## config.mk

```make
export PLATFORM = sky130hd
export DESIGN_NAME = kuhn_simplex_vertex_generator
export DESIGN_NICKNAME = d
export VERILOG_FILES = /design/src/rtl/ksvg_pkg.sv /design/src/rtl/kuhn_simplex_vertex_generator.sv /design/src/rtl/ksvg_serializer.sv
export SDC_FILE = /design/constraint.sdc
export NUM_CORES = 2
export LEC_CHECK = 0
export BUFFER_PORTS_ARGS = -buffer_cell sky130_fd_sc_hd__buf_2
export CAP_MARGIN = 20
export CORE_MARGIN = 2
export CORE_UTILIZATION = 38
export DETAILED_ROUTE_END_ITERATION = 16
export PLACE_DENSITY = 0.51
export SLEW_MARGIN = 40
export SYNTH_ARGS = -nofsm -noshare
export SYNTH_HDL_FRONTEND = slang
export SYNTH_SLANG_ARGS = --single-unit
```

## constraint.sdc

```tcl
create_clock -name clk_i -period 8.5 [get_ports clk_i]
set_input_delay 1.7 -clock clk_i [delete_from_list [all_inputs] [get_ports clk_i]]
set_output_delay 1.7 -clock clk_i [all_outputs]
set_load 0.005 [all_outputs]
```

## src/rtl/ksvg_pkg.sv

```systemverilog
// Shared types, widths and helpers for the Kuhn simplex vertex generator.
// No dependencies; every other file of the block imports this package.
`timescale 1ns / 1ps

package ksvg_pkg;

  // Dimension of the cube that is triangulated.
  localparam int unsigned DIMENSION = 10;

  // Field widths.
  localparam int unsigned IDX_W   = 22;
  localparam int unsigned VNUM_W  = 4;
  localparam int unsigned COORD_W = 10;
  localparam int unsigned AXIS_W  = 4;

  // Position index into the permutation.
  localparam int unsigned POS_W = (DIMENSION > 1) ? $clog2(DIMENSION) : 1;

  // Reciprocal division: quotient = (x * ceil(2^DIV_SHIFT / d)) >> DIV_SHIFT.
  // This is exact for x below 2^IDX_W and every divisor below 16.
  localparam int unsigned DIV_SHIFT = IDX_W + 4;
  localparam int unsigned RECIP_W   = DIV_SHIFT;
  localparam int unsigned PROD_W    = IDX_W + RECIP_W;

  typedef logic [DIMENSION-1:0][AXIS_W-1:0] perm_t;

  // Payload of one unranking stage.
  typedef struct packed {
    logic [IDX_W-1:0] num;   // rank / (j-1)!
    logic [IDX_W-1:0] quo;   // rank / j!
    perm_t            perm;  // permutation after the swaps so far
  } unrank_t;

  // Identity permutation: position k holds axis k.
  function automatic perm_t identity_perm();
    perm_t p;
    for (int k = 0; k < DIMENSION; k++) begin
      p[k] = AXIS_W'(k);
    end
    return p;
  endfunction

endpackage

```

## src/rtl/kuhn_simplex_vertex_generator.sv

```systemverilog
// Top level: unranks a simplex index into an axis permutation and emits its vertices.
// Depends on ksvg_pkg and ksvg_serializer.
// Items pass the DIMENSION stage registers, then the serializer; vertices follow one per
// cycle while out_stall_i is low. The item rate is set by the vertex output channel; the
// DIMENSION-stage digit pipeline itself takes an item every cycle unless it is stalled.
// Reset is asynchronous and clears all valid bits; the pipeline payload is not reset.
`timescale 1ns / 1ps

module kuhn_simplex_vertex_generator import ksvg_pkg::*; (
  input  logic               clk_i,
  input  logic               rst_ni,
  input  logic               in_valid_i,
  output logic               in_stall_o,
  input  logic [IDX_W-1:0]   simplex_index_i,
  output logic               out_valid_o,
  input  logic               out_stall_i,
  output logic [VNUM_W-1:0]  vertex_number_o,
  output logic [COORD_W-1:0] coordinates_o,
  output logic [AXIS_W-1:0]  axis_added_o,
  output logic               last_vertex_o
);

  unrank_t              stage_q [DIMENSION];
  unrank_t              stage_d [DIMENSION];
  logic [DIMENSION-1:0] valid_q;
  logic [DIMENSION-1:0] src_valid;
  logic [DIMENSION:0]   ready;
  logic                 ser_take;

  // Stage 0 input: division by two is a shift.
  always_comb begin
    stage_d[0].num  = simplex_index_i;
    stage_d[0].quo  = simplex_index_i >> 1;
    stage_d[0].perm = identity_perm();
  end

  // One factorial digit per stage: digit j is num - j * quo, the swap is applied,
  // and the next quotient comes from a reciprocal multiply in parallel.
  for (genvar i = 0; i < DIMENSION - 1; i++) begin : g_digit
    localparam int unsigned Base     = i + 2;
    localparam int unsigned NextBase = i + 3;
    localparam longint unsigned Recip =
      ((64'd1 << DIV_SHIFT) + NextBase - 1) / NextBase;

    logic [IDX_W-1:0]  base_mult;
    logic [IDX_W-1:0]  rem;
    logic [POS_W-1:0]  digit;
    logic [POS_W-1:0]  other;
    logic [PROD_W-1:0] recip_prod;

    always_comb begin
      base_mult  = stage_q[i].quo * IDX_W'(Base);
      rem        = stage_q[i].num - base_mult;
      digit      = rem[POS_W-1:0];
      other      = POS_W'(Base - 1) - digit;
      recip_prod = PROD_W'(stage_q[i].quo) * PROD_W'(Recip);

      stage_d[i+1].num  = stage_q[i].quo;
      stage_d[i+1].quo  = (NextBase <= DIMENSION) ? recip_prod[DIV_SHIFT +: IDX_W] : '0;
      stage_d[i+1].perm = stage_q[i].perm;
      stage_d[i+1].perm[Base-1] = stage_q[i].perm[other];
      stage_d[i+1].perm[other]  = stage_q[i].perm[Base-1];
    end
  end

  // Stall chain: a stage loads when it is empty or the stage after it loads.
  assign ready[DIMENSION] = ser_take;
  for (genvar k = 0; k < DIMENSION; k++) begin : g_stage
    assign ready[k]     = !valid_q[k] || ready[k+1];
    assign src_valid[k] = (k == 0) ? in_valid_i : valid_q[(k == 0) ? 0 : k - 1];

    always_ff @(posedge clk_i or negedge rst_ni) begin
      if (!rst_ni) begin
        valid_q[k] <= 1'b0;
      end else if (ready[k]) begin
        valid_q[k] <= src_valid[k];
      end
    end

    always_ff @(posedge clk_i) begin
      if (ready[k] && src_valid[k]) begin
        stage_q[k] <= stage_d[k];
      end
    end
  end

  assign in_stall_o = !ready[0];

  // Vertex output.
  ksvg_serializer u_serializer (
    .clk_i           (clk_i),
    .rst_ni          (rst_ni),
    .perm_valid_i    (valid_q[DIMENSION-1]),
    .perm_i          (stage_q[DIMENSION-1].perm),
    .perm_take_o     (ser_take),
    .out_valid_o     (out_valid_o),
    .out_stall_i     (out_stall_i),
    .vertex_number_o (vertex_number_o),
    .coordinates_o   (coordinates_o),
    .axis_added_o    (axis_added_o),
    .last_vertex_o   (last_vertex_o)
  );

endmodule

```

## src/rtl/ksvg_serializer.sv

```systemverilog
// Vertex serializer: turns one finished permutation into DIMENSION+1 vertex items.
// Depends on ksvg_pkg for widths and the permutation type.
`timescale 1ns / 1ps

module ksvg_serializer import ksvg_pkg::*; (
  input  logic               clk_i,
  input  logic               rst_ni,
  input  logic               perm_valid_i,
  input  perm_t              perm_i,
  output logic               perm_take_o,
  output logic               out_valid_o,
  input  logic               out_stall_i,
  output logic [VNUM_W-1:0]  vertex_number_o,
  output logic [COORD_W-1:0] coordinates_o,
  output logic [AXIS_W-1:0]  axis_added_o,
  output logic               last_vertex_o
);

  localparam logic [VNUM_W-1:0] LastNum = VNUM_W'(DIMENSION);

  logic               busy_q, busy_d;
  logic               out_valid_q, out_valid_d;
  perm_t              perm_q, perm_d;
  logic [VNUM_W-1:0]  cnt_q, cnt_d;
  logic [COORD_W-1:0] coords_q, coords_d;

  logic               out_load;
  logic               emit;
  logic               emit_last;
  logic [AXIS_W-1:0]  emit_axis;
  logic [COORD_W-1:0] emit_coords;
  perm_t              perm_shift;

  // The output register loads when it is empty or its item is being taken.
  assign out_load  = !out_valid_q || !out_stall_i;
  assign emit      = busy_q && out_load;
  assign emit_last = emit && (cnt_q == LastNum);
  assign perm_take_o = !busy_q || emit_last;

  // Vertex 0 is the origin; later vertices add the axis at the head of the queue.
  always_comb begin
    if (cnt_q == '0) begin
      emit_axis   = '0;
      emit_coords = '0;
    end else begin
      emit_axis   = perm_q[0];
      emit_coords = coords_q | (COORD_W'(1) << perm_q[0]);
    end
    for (int k = 0; k < DIMENSION - 1; k++) begin
      perm_shift[k] = perm_q[k+1];
    end
    perm_shift[DIMENSION-1] = '0;
  end

  // Next state of the serializer.
  always_comb begin
    busy_d      = busy_q;
    out_valid_d = out_valid_q;
    perm_d      = perm_q;
    cnt_d       = cnt_q;
    coords_d    = coords_q;
    if (out_load) begin
      out_valid_d = busy_q;
    end
    if (emit) begin
      cnt_d    = cnt_q + VNUM_W'(1);
      coords_d = emit_coords;
      if (cnt_q != '0) begin
        perm_d = perm_shift;
      end
    end
    if (perm_take_o) begin
      busy_d = perm_valid_i;
      if (perm_valid_i) begin
        perm_d   = perm_i;
        cnt_d    = '0;
        coords_d = '0;
      end
    end
  end

  // Control state.
  always_ff @(posedge clk_i or negedge rst_ni) begin
    if (!rst_ni) begin
      busy_q      <= 1'b0;
      out_valid_q <= 1'b0;
    end else begin
      busy_q      <= busy_d;
      out_valid_q <= out_valid_d;
    end
  end

  // Payload and output registers.
  always_ff @(posedge clk_i) begin
    perm_q   <= perm_d;
    cnt_q    <= cnt_d;
    coords_q <= coords_d;
    if (emit) begin
      vertex_number_o <= cnt_q;
      coordinates_o   <= emit_coords;
      axis_added_o    <= emit_axis;
      last_vertex_o   <= (cnt_q == LastNum);
    end
  end

  assign out_valid_o = out_valid_q;

endmodule

```

==> impl_metrics.py <==
metrics = {
    "detailed_routing": {
        "wl_met3_mm": 2.41,
        "drtAntennaViolNets": 0,
        "maxUsedRoutingLayer": "met4",
        "m1WireLength_mm": 52.8,
        "drtIter0Drc": 1396,
        "num_vias": 32099,
        "totalWireLength_mm": 115,
        "wl_per_cell_um": 17.1,
        "route.detailed.drc": 0,
        "vias_per_cell": 4.77,
        "first_pass_iters": 5,
        "wl_met2_mm": 57.6,
    },
    "clock_tree": {
        "cts_sinks": 538,
        "cts_buffers": 67,
        "clockBufferDepth": 3,
        "cts_resized": 0,
        "insertion_delay_ns": 0.66,
        "clkTransAtPathRegs_ns": 0.06,
        "cts-root-buf": "clkbuf_16",
        "cts_tree": "yes",
        "cts_setup_buffers": 0,
        "cts_hold_buf": 0,
        "h-tree-depth": 3,
    },
    "yosys": {
        "synth_compound_area_frac": 0.0621,
        "synth_top_family_by_area": "adder cells",
        "synth_warnings": 0,
        "synth_edf_count": 472,
        "synth_area_sq_um": 53900,
        "synthesis.nets": 6286,
        "synthArstFlopShare": 0.0223,
        "synthMuxAreaShare": 0.0530,
        "synth-seq-cells": 538,
        "synthXorXnorAreaFrac": 0.0191,
        "synth-simple-area-share": 0.0566,
        "ys_types": 74,
        "synth-main-ff-cell": "edfxtp_1",
        "synth-seq-area-share": 0.288,
        "post_synth.cell_area_avg_sq_um": 11.4,
        "synthAdderAreaFrac": 0.439,
        "syn-instance-count": 4728,
    },
    "timing": {
        "fin_tns_setup_ns": 0,
        "clock_skew_ns": 0.0408,
        "fmax_mhz": 143,
        "fin_crit_sh": 0.821,
        "period_needed_ns": 6.98,
        "setup_violations": 0,
        "hold_viol": 0,
        "tightest_slew_ns": 0.817,
        "finalMaxSlewViolations": 0,
        "slew_headroom": 0.448,
        "rsz0062_at_grt": "no",
    },
    "worst_setup_path": {
        "slowest_stage": "fa_1",
        "cp.buffers_inverters": 4,
        "cp_top_family": "adder cells",
        "cp_data_required_time_ns": 8.86,
        "cp_common_cell": "fa_1",
        "slowest_delay_ns": 0.60,
        "worstPathCellList": "inv_1 > ha_1 > inv_1 > fa_1 > inv_1 > fa_1 > fa_1 > fa_1 > fa_1 > fa_1 > inv_1 > ha_1 > a21o_1 > a21oi_1 > o21ai_0 > nand2_1 > o21ai_0 > a311o_1 > o311a_1 > o311ai_1 > a31oi_1",
        "setup.worst_path.class": "flop to flop",
        "arrival_ns": 7.34,
        "end_kind": "flop",
        "worstPathMaxFanout": 5,
        "cp-start-kind": "flop",
    },
    "global_route": {
        "grt_pass1_vias": 34083,
        "grt-ovfl-total": 0,
        "grt_usage": 0.164,
        "grt_max_degree": 94,
        "grt_antenna_before_repair": 1,
        "grt_pass1_wl_mm": 189,
    },
    "cells_and_area": {
        "postLayoutCellArea_sq_um": 58600,
        "drive_gt1_frac": 0.0797,
        "area_delta_synth_final_pct": 8.78,
        "diodes": 0,
        "nNetsFinal": 6352,
    },
    "placement": {
        "placed_area_sq_um": 56400,
        "hpwlAfterDp_mm": 98.0,
        "portBuffers": 46,
        "gp_congestion": 0.846,
    },
    "die": {
        "die_x_um": 381,
        "start_util": 0.382,
        "die_area_sq_um": 145000,
        "rows": 138,
        "io_pins": 47,
        "core-area_sq_um": 141000,
        "die_h_um": 381,
    },
    "flow_run": {
        "maxCapViolations": 0,
    },
    "run_status": {
        "status": "completed",
    },
    "worst_hold_path": {
        "hold_path.class": "flop to flop",
    },
}
==> worst register-to-register path, cell delays in order, from the launching register on <==
cell      delay [ns]
edfxtp_1        0.41
inv_1           0.07
ha_1            0.27
inv_1           0.06
fa_1            0.53
inv_1           0.07
fa_1            0.60
fa_1            0.48
fa_1            0.56
fa_1            0.52
fa_1            0.51
inv_1           0.04
ha_1            0.30
a21o_1          0.18
a21oi_1         0.21
o21ai_0         0.25
nand2_1         0.11
o21ai_0         0.08
a311o_1         0.43
o311a_1         0.40
o311ai_1        0.42
a31oi_1         0.14
==> state kept, by name, indices dropped and copies added (netlist names) <==
signal and cells:
src_valid 9, stage_q 453, u_serializer.axis_added_o 4, u_serializer.busy_q 1, u_serializer.cnt_q 4, u_serializer.coordinates_o 10
u_serializer.coords_q 10, u_serializer.last_vertex_o 1, u_serializer.out_valid_o 1, u_serializer.perm_q 40, u_serializer.vertex_number_o 4, valid_q 1
==> Yosys cell counts (19+ instances only) <==
cell / number / area, sq um
a21o_1: 74 / 556
a21oi_1: 157 / 786
a31oi_1: 19 / 119
and2_1: 31 / 194
clkbuf_1: 47 / 176
dfxtp_1: 54 / 1080
edfxtp_1: 472 / 14200
fa_1: 603 / 12100
ha_1: 929 / 11600
inv_1: 1101 / 4130
mux2_2: 153 / 1720
mux2i_1: 46 / 460
mux4_2: 30 / 676
nand2_1: 195 / 732
nand2b_1: 36 / 225
nand3_1: 43 / 215
nand4_1: 35 / 219
nor2_1: 124 / 465
nor2b_1: 49 / 307
nor3_1: 25 / 125
o21ai_0: 125 / 626
xnor2_1: 80 / 701
xor2_1: 36 / 315
==> worst paths after layout <==
check                                              start                        to  slack [ns]  cells past startpoint
worst max-delay path            stage_q[2][68]$_DFFE_PP_  stage_q[3][58]$_DFFE_PP_        1.52                     21
worst min-delay path            stage_q[5][57]$_DFFE_PP_  stage_q[6][78]$_DFFE_PP_        0.42                      0
worst max register to register  stage_q[2][68]$_DFFE_PP_  stage_q[3][58]$_DFFE_PP_        1.52                     21
worst min register to register  stage_q[5][57]$_DFFE_PP_  stage_q[6][78]$_DFFE_PP_        0.42                      0
max in group asynchronous                         rst_ni  src_valid[2]$_DFFE_PN0P_        7.09                      1
min in group asynchronous                         rst_ni  src_valid[8]$_DFFE_PN0P_        1.03                      1
==> layout make-up <==
class / instances / area (sq um)
Clock buffer: 77 / 1710
Clock inverter: 41 / 499
Fill cell: 13749 / 82600
Multi-Input combinational cell: 3025 / 34000
Timing Repair Buffer: 61 / 347
Sequential cell: 538 / 15600
Inverter: 1101 / 4130
Tap cell: 1890 / 2360
==> layout by cell type, fill, tap and decap left out, types with 8 or more instances in the layout <==
cell	Yosys	routed
inv_1	1101	1100
ha_1	929	929
fa_1	603	603
edfxtp_1	472	472
nand2_1	195	195
a21oi_1	157	157
mux2_2	153	153
o21ai_0	125	125
nor2_1	124	123
xnor2_1	80	80
a21o_1	74	74
clkbuf_16	0	67
dfxtp_1	54	54
nor2b_1	49	46
mux2i_1	46	46
buf_2	4	46
nand3_1	43	43
xor2_1	36	36
nand4_1	35	35
nand2b_1	36	35
mux4_2	30	30
and2_1	31	24
nor3_1	25	23
a31oi_1	19	19
and3_1	18	18
o21a_1	18	18
a22oi_1	14	14
buf_4	0	14
nor3b_1	14	13
or3_1	13	13
or2_2	12	12
a211oi_1	12	12
dfrtp_1	12	12
o21bai_1	11	11
clkbuf_1	47	10
o211ai_1	9	9
clkinv_2	0	9
o22ai_1	8	8
==> kinds of logic (layout without fill, tap and decap cells) <==
family	after synthesis	count (layout)
buf+inv	1165	1280
fa+ha+maj	1532	1532
mux	229	229
simple gates	619	619
xor+xnor	117	117
compound gates	528	528
flops	538	538
==> layer usage <==
layer / vias up / global-route usage
met1: 15780 / 0.216
li1: 15915 / -
met5: - / 0
met2: 303 / 0.288
met3: 101 / 0.0198
met4: 0 / 0.0351
==> per-stage QoR <==
step / cells / worst slack (ns) / hold slack (ns) / util
4_1_cts: 6733 / 1.56 / 0.420 / 0.415
5_1_grt: 6733 / 1.13 / 0.420 / 0.415
3_5_place_dp: 6615 / 1.61 / 0.405 / 0.400
2_1_floorplan: 4728 / 2.19 / 0.400 / -
3_3_place_gp: 6615 / 1.64 / 0.402 / 0.399
6_report: 6733 / 1.52 / 0.417 / 0.415
Power is left out: the tool's default activity adds up to more than one toggle a clock period on the data nets, which glitch-free logic cannot reach.
